File: config.mk
export PLATFORM = sky130hd
export DESIGN_NAME = pcs_round
export DESIGN_NICKNAME = d
export VERILOG_FILES = /design/src/rtl/core/pcs_pkg.sv /design/src/rtl/core/pcs_round.sv
export SDC_FILE = /design/constraint.sdc
export NUM_CORES = 1
export LEC_CHECK = 0
export BUFFER_PORTS_ARGS = -buffer_cell sky130_fd_sc_hd__buf_2
export CORE_AREA = 2 2 621 623
export DETAILED_ROUTE_END_ITERATION = 8
export DIE_AREA = 0 0 623 625
export SYNTH_ARGS = -nofsm -noshare
export SYNTH_HDL_FRONTEND = slang
export SYNTH_SLANG_ARGS = --single-unit
File: constraint.sdc
create_clock -name vclk -period 1.7
set_input_delay 0.17 -clock vclk [all_inputs]
set_output_delay 0.17 -clock vclk [all_outputs]
set_load 0.01 [all_outputs]
File: src/rtl/core/pcs_pkg.sv
// ----------------------------------------------------------------------------
// pcs_pkg: shared types and constants of the Panama core step unit
// Word and stage types, transaction payloads, op codes and the fixed
// permutation and rotation tables of the gamma/pi round.
// ----------------------------------------------------------------------------
package pcs_pkg;

    localparam int CoreWords    = 17;
    localparam int StageWords   = 8;
    localparam int BufferStages = 32;

    // Fixed buffer taps, counted from the newest stage
    localparam int TapEarly  = 4;
    localparam int TapLate   = 16;
    localparam int TapMix    = 25;
    localparam int TapOldest = BufferStages - 1;

    // Op codes
    localparam logic [1:0] OpPush  = 2'd0;
    localparam logic [1:0] OpPull  = 2'd1;
    localparam logic [1:0] OpEmit  = 2'd2;
    localparam logic [1:0] OpClear = 2'd3;

    typedef logic [31:0] t_word;
    typedef t_word [CoreWords-1:0]  t_core;
    typedef t_word [StageWords-1:0] t_stage;

    typedef struct packed {
        logic [1:0] op;
        t_word      in_word0;
        t_word      in_word1;
        t_word      in_word2;
        t_word      in_word3;
        t_word      in_word4;
        t_word      in_word5;
        t_word      in_word6;
        t_word      in_word7;
    } t_in_item;

    typedef struct packed {
        t_word out_word0;
        t_word out_word1;
        t_word out_word2;
        t_word out_word3;
        t_word out_word4;
        t_word out_word5;
        t_word out_word6;
        t_word out_word7;
    } t_out_item;

    // Pi destination for each gamma word: 5*i mod 17
    localparam int PiIndex [CoreWords] = '{
        0, 5, 10, 15, 3, 8, 13, 1, 6, 11, 16, 4, 9, 14, 2, 7, 12
    };

    // Left rotation per gamma word: k*(k+1)/2 mod 32, k = PiIndex[i]
    localparam int PiRotate [CoreWords] = '{
        0, 15, 23, 24, 6, 4, 27, 1, 21, 2, 8, 10, 13, 9, 3, 28, 14
    };

    // Reverse the bytes of one word
    function automatic t_word swap_bytes(input t_word x);
        return {x[7:0], x[15:8], x[23:16], x[31:24]};
    endfunction

endpackage

File: src/rtl/core/pcs_round.sv
// ----------------------------------------------------------------------------
// pcs_round: one Panama state round
// Gamma, pi and theta over the 17-word state, then the buffer and
// theta inputs. Pure XOR, OR, NOT and fixed rotations.
// ----------------------------------------------------------------------------
module pcs_round (
    input  pcs_pkg::t_core  i_core,
    input  pcs_pkg::t_stage i_theta_in,
    input  pcs_pkg::t_stage i_late,
    output pcs_pkg::t_core  o_core
);

    pcs_pkg::t_word ax [pcs_pkg::CoreWords + 2];
    pcs_pkg::t_word g  [pcs_pkg::CoreWords];
    pcs_pkg::t_word gx [pcs_pkg::CoreWords + 4];

    // Gamma and pi: nonlinear mix, rotate, permute
    always_comb begin
        logic [63:0] dbl;
        pcs_pkg::t_word v;
        for (int m = 0; m < pcs_pkg::CoreWords; m++) begin
            ax[m] = i_core[m];
        end
        // Wrap the first words past the end of the state
        ax[pcs_pkg::CoreWords]     = i_core[0];
        ax[pcs_pkg::CoreWords + 1] = i_core[1];
        for (int i = 0; i < pcs_pkg::CoreWords; i++) begin
            g[i] = '0;
        end
        for (int i = 0; i < pcs_pkg::CoreWords; i++) begin
            v   = ax[i] ^ (ax[i+1] | ~ax[i+2]);
            dbl = {v, v} << pcs_pkg::PiRotate[i];
            g[pcs_pkg::PiIndex[i]] = dbl[63:32];
        end
    end

    // Theta, plus constant, buffer and data injection
    always_comb begin
        for (int m = 0; m < pcs_pkg::CoreWords; m++) begin
            gx[m] = g[m];
        end
        for (int m = 0; m < 4; m++) begin
            gx[pcs_pkg::CoreWords + m] = g[m];
        end
        o_core[0] = gx[0] ^ gx[1] ^ gx[4] ^ 32'd1;
        for (int i = 0; i < pcs_pkg::StageWords; i++) begin
            o_core[i+1] = gx[i+1] ^ gx[i+2] ^ gx[i+5] ^ i_theta_in[i];
            o_core[i+9] = gx[i+9] ^ gx[i+10] ^ gx[i+13] ^ i_late[i];
        end
    end

endmodule

# Word level (Yosys, flattened, before mapping)
# Cells that the tools add are included.
[op_classes]
bitwise_logic = 102
[op_table]
columns = ["op", "n"]
rows = [
  ["bitwise XOR 32 bit", 67],
  ["inverter 32 bit", 17],
  ["bitwise OR 32 bit", 17],
  ["inverter 1 bit", 1],
]
[word_totals]
regBits = 0
input_bits = 1056
out_inout_bits = 544
word_cells = 102

# Longest topological paths before layout
# Gate-level depths: netlist (run 1).
[depth]
ltp_word = 6
mapped_depth = 3
depth_no_buf = 3

# Worst setup path before layout (run 1)
# No wires, ideal clock.
[synth_path]
path_kind = "input -> output"
startpoint = "input port i_core[540] (netlist bit)"
endpoint = "output port o_core[63] (netlist bit)"
t_arrival_ps = 1096
required_ps = 1530
setup_slack_ps = 434
cell_stages = 3
n_path_buf = 0
path_cell_list = "nor2b_1 > xnor2_1 > xor3_1"
[synth_lines]
columns = ["item", "line", "text"]
rows = [
  ["start: declaration", "pcs_round.sv:7", "input pcs_pkg::t_core i_core,"],
  ["end: declaration", "pcs_round.sv:10", "output pcs_pkg::t_core o_core"],
]

==> flow_summary_export.csv, run 1 <==
group,metric,value,unit
place,dp_cells,10128,
run_status,violations,"negative setup slack",
sta,finalHoldViolations,0,
finish,synthToLayoutAreaGrowth,131.7,%
drt,drt_iter0_drc,2495,
die,fp.coreArea,383700,sq um
die,num_rows,228,
drt,first_pass_iters,7,
place,pre_cts_ws,-1009,ps
worst_setup_path,cp_slowest_cell,"nor2b_4",
die,dieArea,389400,sq um
yosys,synthCells,2135,
sta,setup_viol,124,
drt,wire_per_inst,50.41,um
die,die_h,625,um
worst_setup_path,cp-end-kind,"output port",
global_route,grt_pass1_vias,33310,
run_status,run_status,"finished, violations left",
drt,drc,0,
die,die_w,623,um
place,gp_congestion,0.9509,
yosys,yosysSeqAreaShare,0,%
finish,regArea,0,sq um
finish,clock_buffers,0,
global_route,grt_pass1_wl,597300,um
global_route,antenna_found_initial,380,
sta,timing.final.ws_setup,-157.6,ps
drt,vias,33993,
worst_setup_path,worst-path-buf-inv,4,
die,boundaryPins,1600,
place,port_buffers,1600,
drt,via_per_inst,3.233,
finish,utilization,19.56,%
drt,postRouteAntennaNets,0,
min_path,min_from,"i_theta_in[38]",
min_path,worstHoldPathType,"input pin to output port",
sta,period_needed,1858,ps
sta,post-route-period-util,109.3,%
min_path,hold_depth,4,
worst_setup_path,crit_type,"input pin to output port",
yosys,synth_warnings,0,
clock_tree,hold_buffers,0,
place,hpwl,506700,um
sta,clock.fmax,538.3,MHz
power,p_int,26420,uW
yosys,yosysUniqueCellTypes,9,
drt,wirelength,530100,um
worst_setup_path,cp_cell_sequence,"buf_8 -> nor2b_4 -> xnor2_2 -> buf_12 -> buf_6 -> xor3_1 -> buf_2",
finish,nFillCells,41709,
finish,nets,6280,
worst_setup_path,slowest_delay,420,ps
global_route,grt_max_degree,6,
flow_run,maxCapViolCount,0,
finish,multiInputGateArea,38250,sq um
finish,seq_cell_count,0,
sta,tightest_slew,466.8,ps
finish,final_layout_size_suffix_gt1_share,77.96,%
yosys,syn-num-nets,3191,
worst_setup_path,crit_family,"buffers and inverters",
power,netSwitchingFraction,51.09,%
power,p_seq_share,0,%
global_route,grt_overflow,0,
power,power_density,719.9,nW/um^2
power,leakagePower,0.03924,uW
die,initial_core_util,8.440,%
yosys,synthesis.area,32380,sq um
sta,relSlewSlack,68.65,%
power,p_sw,27600,uW
worst_setup_path,crit_path_start,"i_core[246]",
sta,rsz0062_at_grt,"true",
sta,tns,-3725,ps
worst_setup_path,path_depth,7,
worst_setup_path,cp.required,1530,ps
worst_setup_path,crit_arrival,1690,ps
power,peakVddDrop,0.4151,mV
finish,layout.cells.non_filler,10516,
global_route,grt_use_total,26.24,%
sta,drv_slew,0,
worst_setup_path,cp_max_fo,3,
power,share_comb_of_total_power,100.0,%
worst_setup_path,start_kind,"input pin",
power,p_clk_share,0,%
yosys,syn_avg_cell_area,15.17,sq um
worst paths after layout:
path | endpoint | slack (ps)
max | o_core[282] | -160
min | o_core[70] | 910
routing by layer:
layer	global-route usage (%)	vias up	wire length, um
met3	10.82	720	54330
li1	-	13944	-
met5	0	-	1453
met1	27.47	16986	184900
met4	10.53	224	32100
met2	46.36	2119	257300
cell usage after synthesis, drive strengths merged:
cell type,n,share of area (%)
xor2,11,0.30
xnor2,480,14
xnor3,688,48
nor2b,504,9.7
nand2b,21,0.41
xor3,368,27
and2b,19,0.44
inv,44,0.51
kinds of logic (layout without fill, tap and decap cells):
group / count (synthesis) / after routing / share of synthesized area, %
xor+xnor: 1547 / 1547 / 88.91
other cells: 0 / 234 / 0
simple gates: 544 / 544 / 10.58
buf+inv: 44 / 3131 / 0.5100
stage by stage:
| step | hold slack, ps | power, uW | area [sq um] |
|---|---|---|---|
| finish | 912.2 | 54010 | 75030 |
| global placement | 900.4 | 46930 | 61260 |
| global route | 941.5 | 54890 | 74800 |
| detailed placement | 902.2 | 46770 | 61260 |
| CTS | 912.3 | 53140 | 71250 |
| floorplan | 649.8 | 16300 | 32380 |
layout make-up:
type	instances	share of cell area (%)
Antenna cell	234	0.7804
Multi-Input combinational cell	2091	50.98
Timing Repair Buffer	3087	39.57
Inverter	44	0.2301
Tap cell	5060	8.438
cell usage in the layout, fill, tap and decap left out, drive strengths merged:
cell    netlist  routed
nand2b       21      21
nor2b       504     504
xnor3       688     688
inv          44      44
xor3        368     368
xor2         11      11
clkbuf        0      32
buf           0    3041
bufbuf        0      14
xnor2       480     480
diode         0     234
and2b        19      19
power by group through the flow:
| stage | Combinational (uW) | Clock (uW) | Sequential, uW |
|---|---|---|---|
| after floorplan | 16300 | 0 | 0 |
| after detailed placement | 46800 | 0 | 0 |
| after CTS | 53100 | 0 | 0 |
| after global placement | 46900 | 0 | 0 |
| after global routing | 54900 | 0.0112 | 0 |
| final | 54000 | 0.0193 | 0 |
repair_timing:
item	4_1_cts	5_1_grt
pin swaps	425	276
resized for setup	2402	738
endpoints found under the hold margin	0	0
setup endpoints to repair	528	384
setup buffers	190	101
(Power assumes the default switching activity.)
==> inputs of run 2 (changes only) <==
--- a/config.mk
+++ b/config.mk
@@ -5,10 +5,11 @@
 export SDC_FILE = /design/constraint.sdc
 export NUM_CORES = 1
 export LEC_CHECK = 0
+export ABC_CLOCK_PERIOD_IN_PS = 1930
 export BUFFER_PORTS_ARGS = -buffer_cell sky130_fd_sc_hd__buf_2
-export CORE_AREA = 2 2 621 623
+export CORE_AREA = 2 2 627 629
 export DETAILED_ROUTE_END_ITERATION = 8
-export DIE_AREA = 0 0 623 625
+export DIE_AREA = 0 0 629 631
 export SYNTH_ARGS = -nofsm -noshare
 export SYNTH_HDL_FRONTEND = slang
 export SYNTH_SLANG_ARGS = --single-unit
==> constraint.sdc (replaced) <==
create_clock -name vclk -period 1.93
set_input_delay 0.193 -clock vclk [all_inputs]
set_output_delay 0.193 -clock vclk [all_outputs]
set_load 0.01 [all_outputs]
==> run 2 against run 1 <==
Net effect:
- largest power group unchanged
- via count is 4.4% lower
- cell area is 16% lower
- cell count is 1.8% lower
- routed wire length is 0.61% lower
- the run still ends with negative setup slack left
- first-iteration DRC count is 2.6% higher
- flip-flop and latch count stayed put
==> flow_summary_export.csv, run 2 (synthesized netlist as in run 1, its figures left out) <==
group,metric,value,unit
run_status,run_status,"finished, violations left",
run_status,violations,"negative setup slack",
power,peakVddDrop,0.4810,mV
global_route,grt_overflow,0,
worst_setup_path,cp_slowest_cell,"xor3_1",
place,hpwl,508900,um
worst_setup_path,cp_cell_sequence,"buf_4 -> nor2b_1 -> buf_4 -> xnor3_1 -> xor3_1 -> buf_2",
die,die_w,629,um
sta,drv_slew,0,
power,netSwitchingFraction,55.17,%
finish,final_layout_size_suffix_gt1_share,63.72,%
sta,tightest_slew,601.4,ps
power,p_int,19090,uW
place,dpl_cell_area,60090,sq um
drt,drt_iter0_drc,2561,
sta,post-route-period-util,101.8,%
power,share_comb_of_total_power,100.0,%
sta,clock.fmax,508.8,MHz
sta,relSlewSlack,59.62,%
place,pre_cts_ws,-761.2,ps
die,num_rows,230,
power,leakagePower,0.03352,uW
drt,wire_per_inst,51.03,um
min_path,min_from,"i_theta_in[165]",
sta,setup_viol,12,
die,dieArea,396900,sq um
drt,drc,0,
global_route,antenna_found_initial,443,
finish,mostFrequentLayoutCells,"1416 x buf_2, 903 x buf_4, 639 x xnor3_1",
global_route,grt_pass1_wl,593400,um
drt,vias,32483,
drt,via_per_inst,3.147,
worst_setup_path,crit_path_frequent_cell,"buf_4",
place,port_buffers,1600,
sta,rsz0062_at_grt,"true",
drt,first_pass_iters,5,
worst_setup_path,start_kind,"input pin",
sta,period_needed,1965,ps
finish,seq_cell_count,0,
worst_setup_path,cp-end-kind,"output port",
global_route,grt_pass1_vias,31583,
power,power_density,673.6,nW/um^2
finish,finalInstanceArea,63220,sq um
die,fp.coreArea,390800,sq um
finish,nets,5962,
min_path,worstHoldPathType,"input pin to output port",
sta,whs,942.2,ps
min_path,min_to,"o_core[197]",
global_route,grt_use_total,25.63,%
place,gp_congestion,0.9301,
drt,postRouteAntennaNets,0,
global_route,grt_max_degree,6,
drt,wirelength,526800,um
finish,clock_buffers,0,
finish,regArea,0,sq um
power,p_sw,23490,uW
min_path,hold_depth,4,
die,initial_core_util,8.286,%
power,p_clk_share,0,%
die,die_h,631,um
worst_setup_path,crit_arrival,1770,ps
finish,synthToLayoutAreaGrowth,95.22,%
finish,final_common_cell,"buf_2",
worst_setup_path,slowest_delay,500,ps
worst_setup_path,crit_type,"input pin to output port",
worst_setup_path,cp.required,1740,ps
die,boundaryPins,1600,
worst_setup_path,cp_max_fo,3,
sta,finalHoldViolations,0,
power,p_seq_share,0,%
flow_run,maxCapViolCount,0,
sta,timing.final.ws_setup,-35.38,ps
## run 2: changes by cell type in the layout (fill, tap and decap cells not counted), sizes merged
cell / delta
buf: -285
diode: -35
clkbuf: -22
bufbuf: -11
clkinvlp: +1
inv: -1
## run 2: stage by stage
step | power (uW) | utilization (%) | setup TNS [ps] | std cells
3_3_place_gp | 41890 | 15.37 | -51180 | 10095
4_1_cts | 42970 | 15.89 | -242.5 | 10114
3_5_place_dp | 41750 | 15.37 | -46260 | 10096
6_report | 42580 | 16.18 | -195.6 | 10323
2_1_floorplan | 14350 | - | 0 | 2135
5_1_grt | 43340 | 16.11 | -17.99 | 10220
## run 2: area by class of cell
class	count	area [sq um]
tap	5220	6531
multi-input combinational	2091	33880
inverter	44	176.4
fill	43811	327600
timing repair buffer	2769	22130
antenna	199	498.0
## run 2: layer usage
metal / vias up / routed length [um] / track usage [%]
met3: 736 / 52770 / 10.57
met2: 1999 / 260400 / 45.77
met4: 256 / 26070 / 9.218
met1: 16250 / 185900 / 26.86
met5: - / 1714 / 0
li1: 13242 / - / -
## run 2: worst max-delay path by stage
stage,from,slack [ps],end,cells past startpoint
finish,i_core[11],-40,o_core[231],6
global route,i_core[35],-10,o_core[515],7
CTS,i_core[447],-60,o_core[172],9
detailed placement,i_core[526],-760,o_core[202],6
global placement,i_core[89],-1180,o_core[441],7
floorplan,i_core[540],620,o_core[63],3
## run 2: power groups by stage
stage	combinational, uW	clock (uW)	sequential [uW]
floorplan	14400	0	0
global placement	41900	0	0
detailed placement	41700	0	0
CTS	43000	0	0
global route	43300	0.00681	0
finish	42600	0.0135	0
## run 2: repair_timing
item | CTS | global route
hold buffers | 0 | 0
setup endpoints to repair | 306 | 93
pin swaps | 81 | 35
resized for setup | 467 | 134
setup buffers | 24 | 14
cloned | 0 | 0
## run 2: worst max-delay path, delay by kind of cell
| family | cells | cell delay (ps) |
|---|---|---|
| xor gates and xnor gates | 2 | 850 |
| and+or+nand+nor | 1 | 180 |
| buffers and inverters | 3 | 490 |
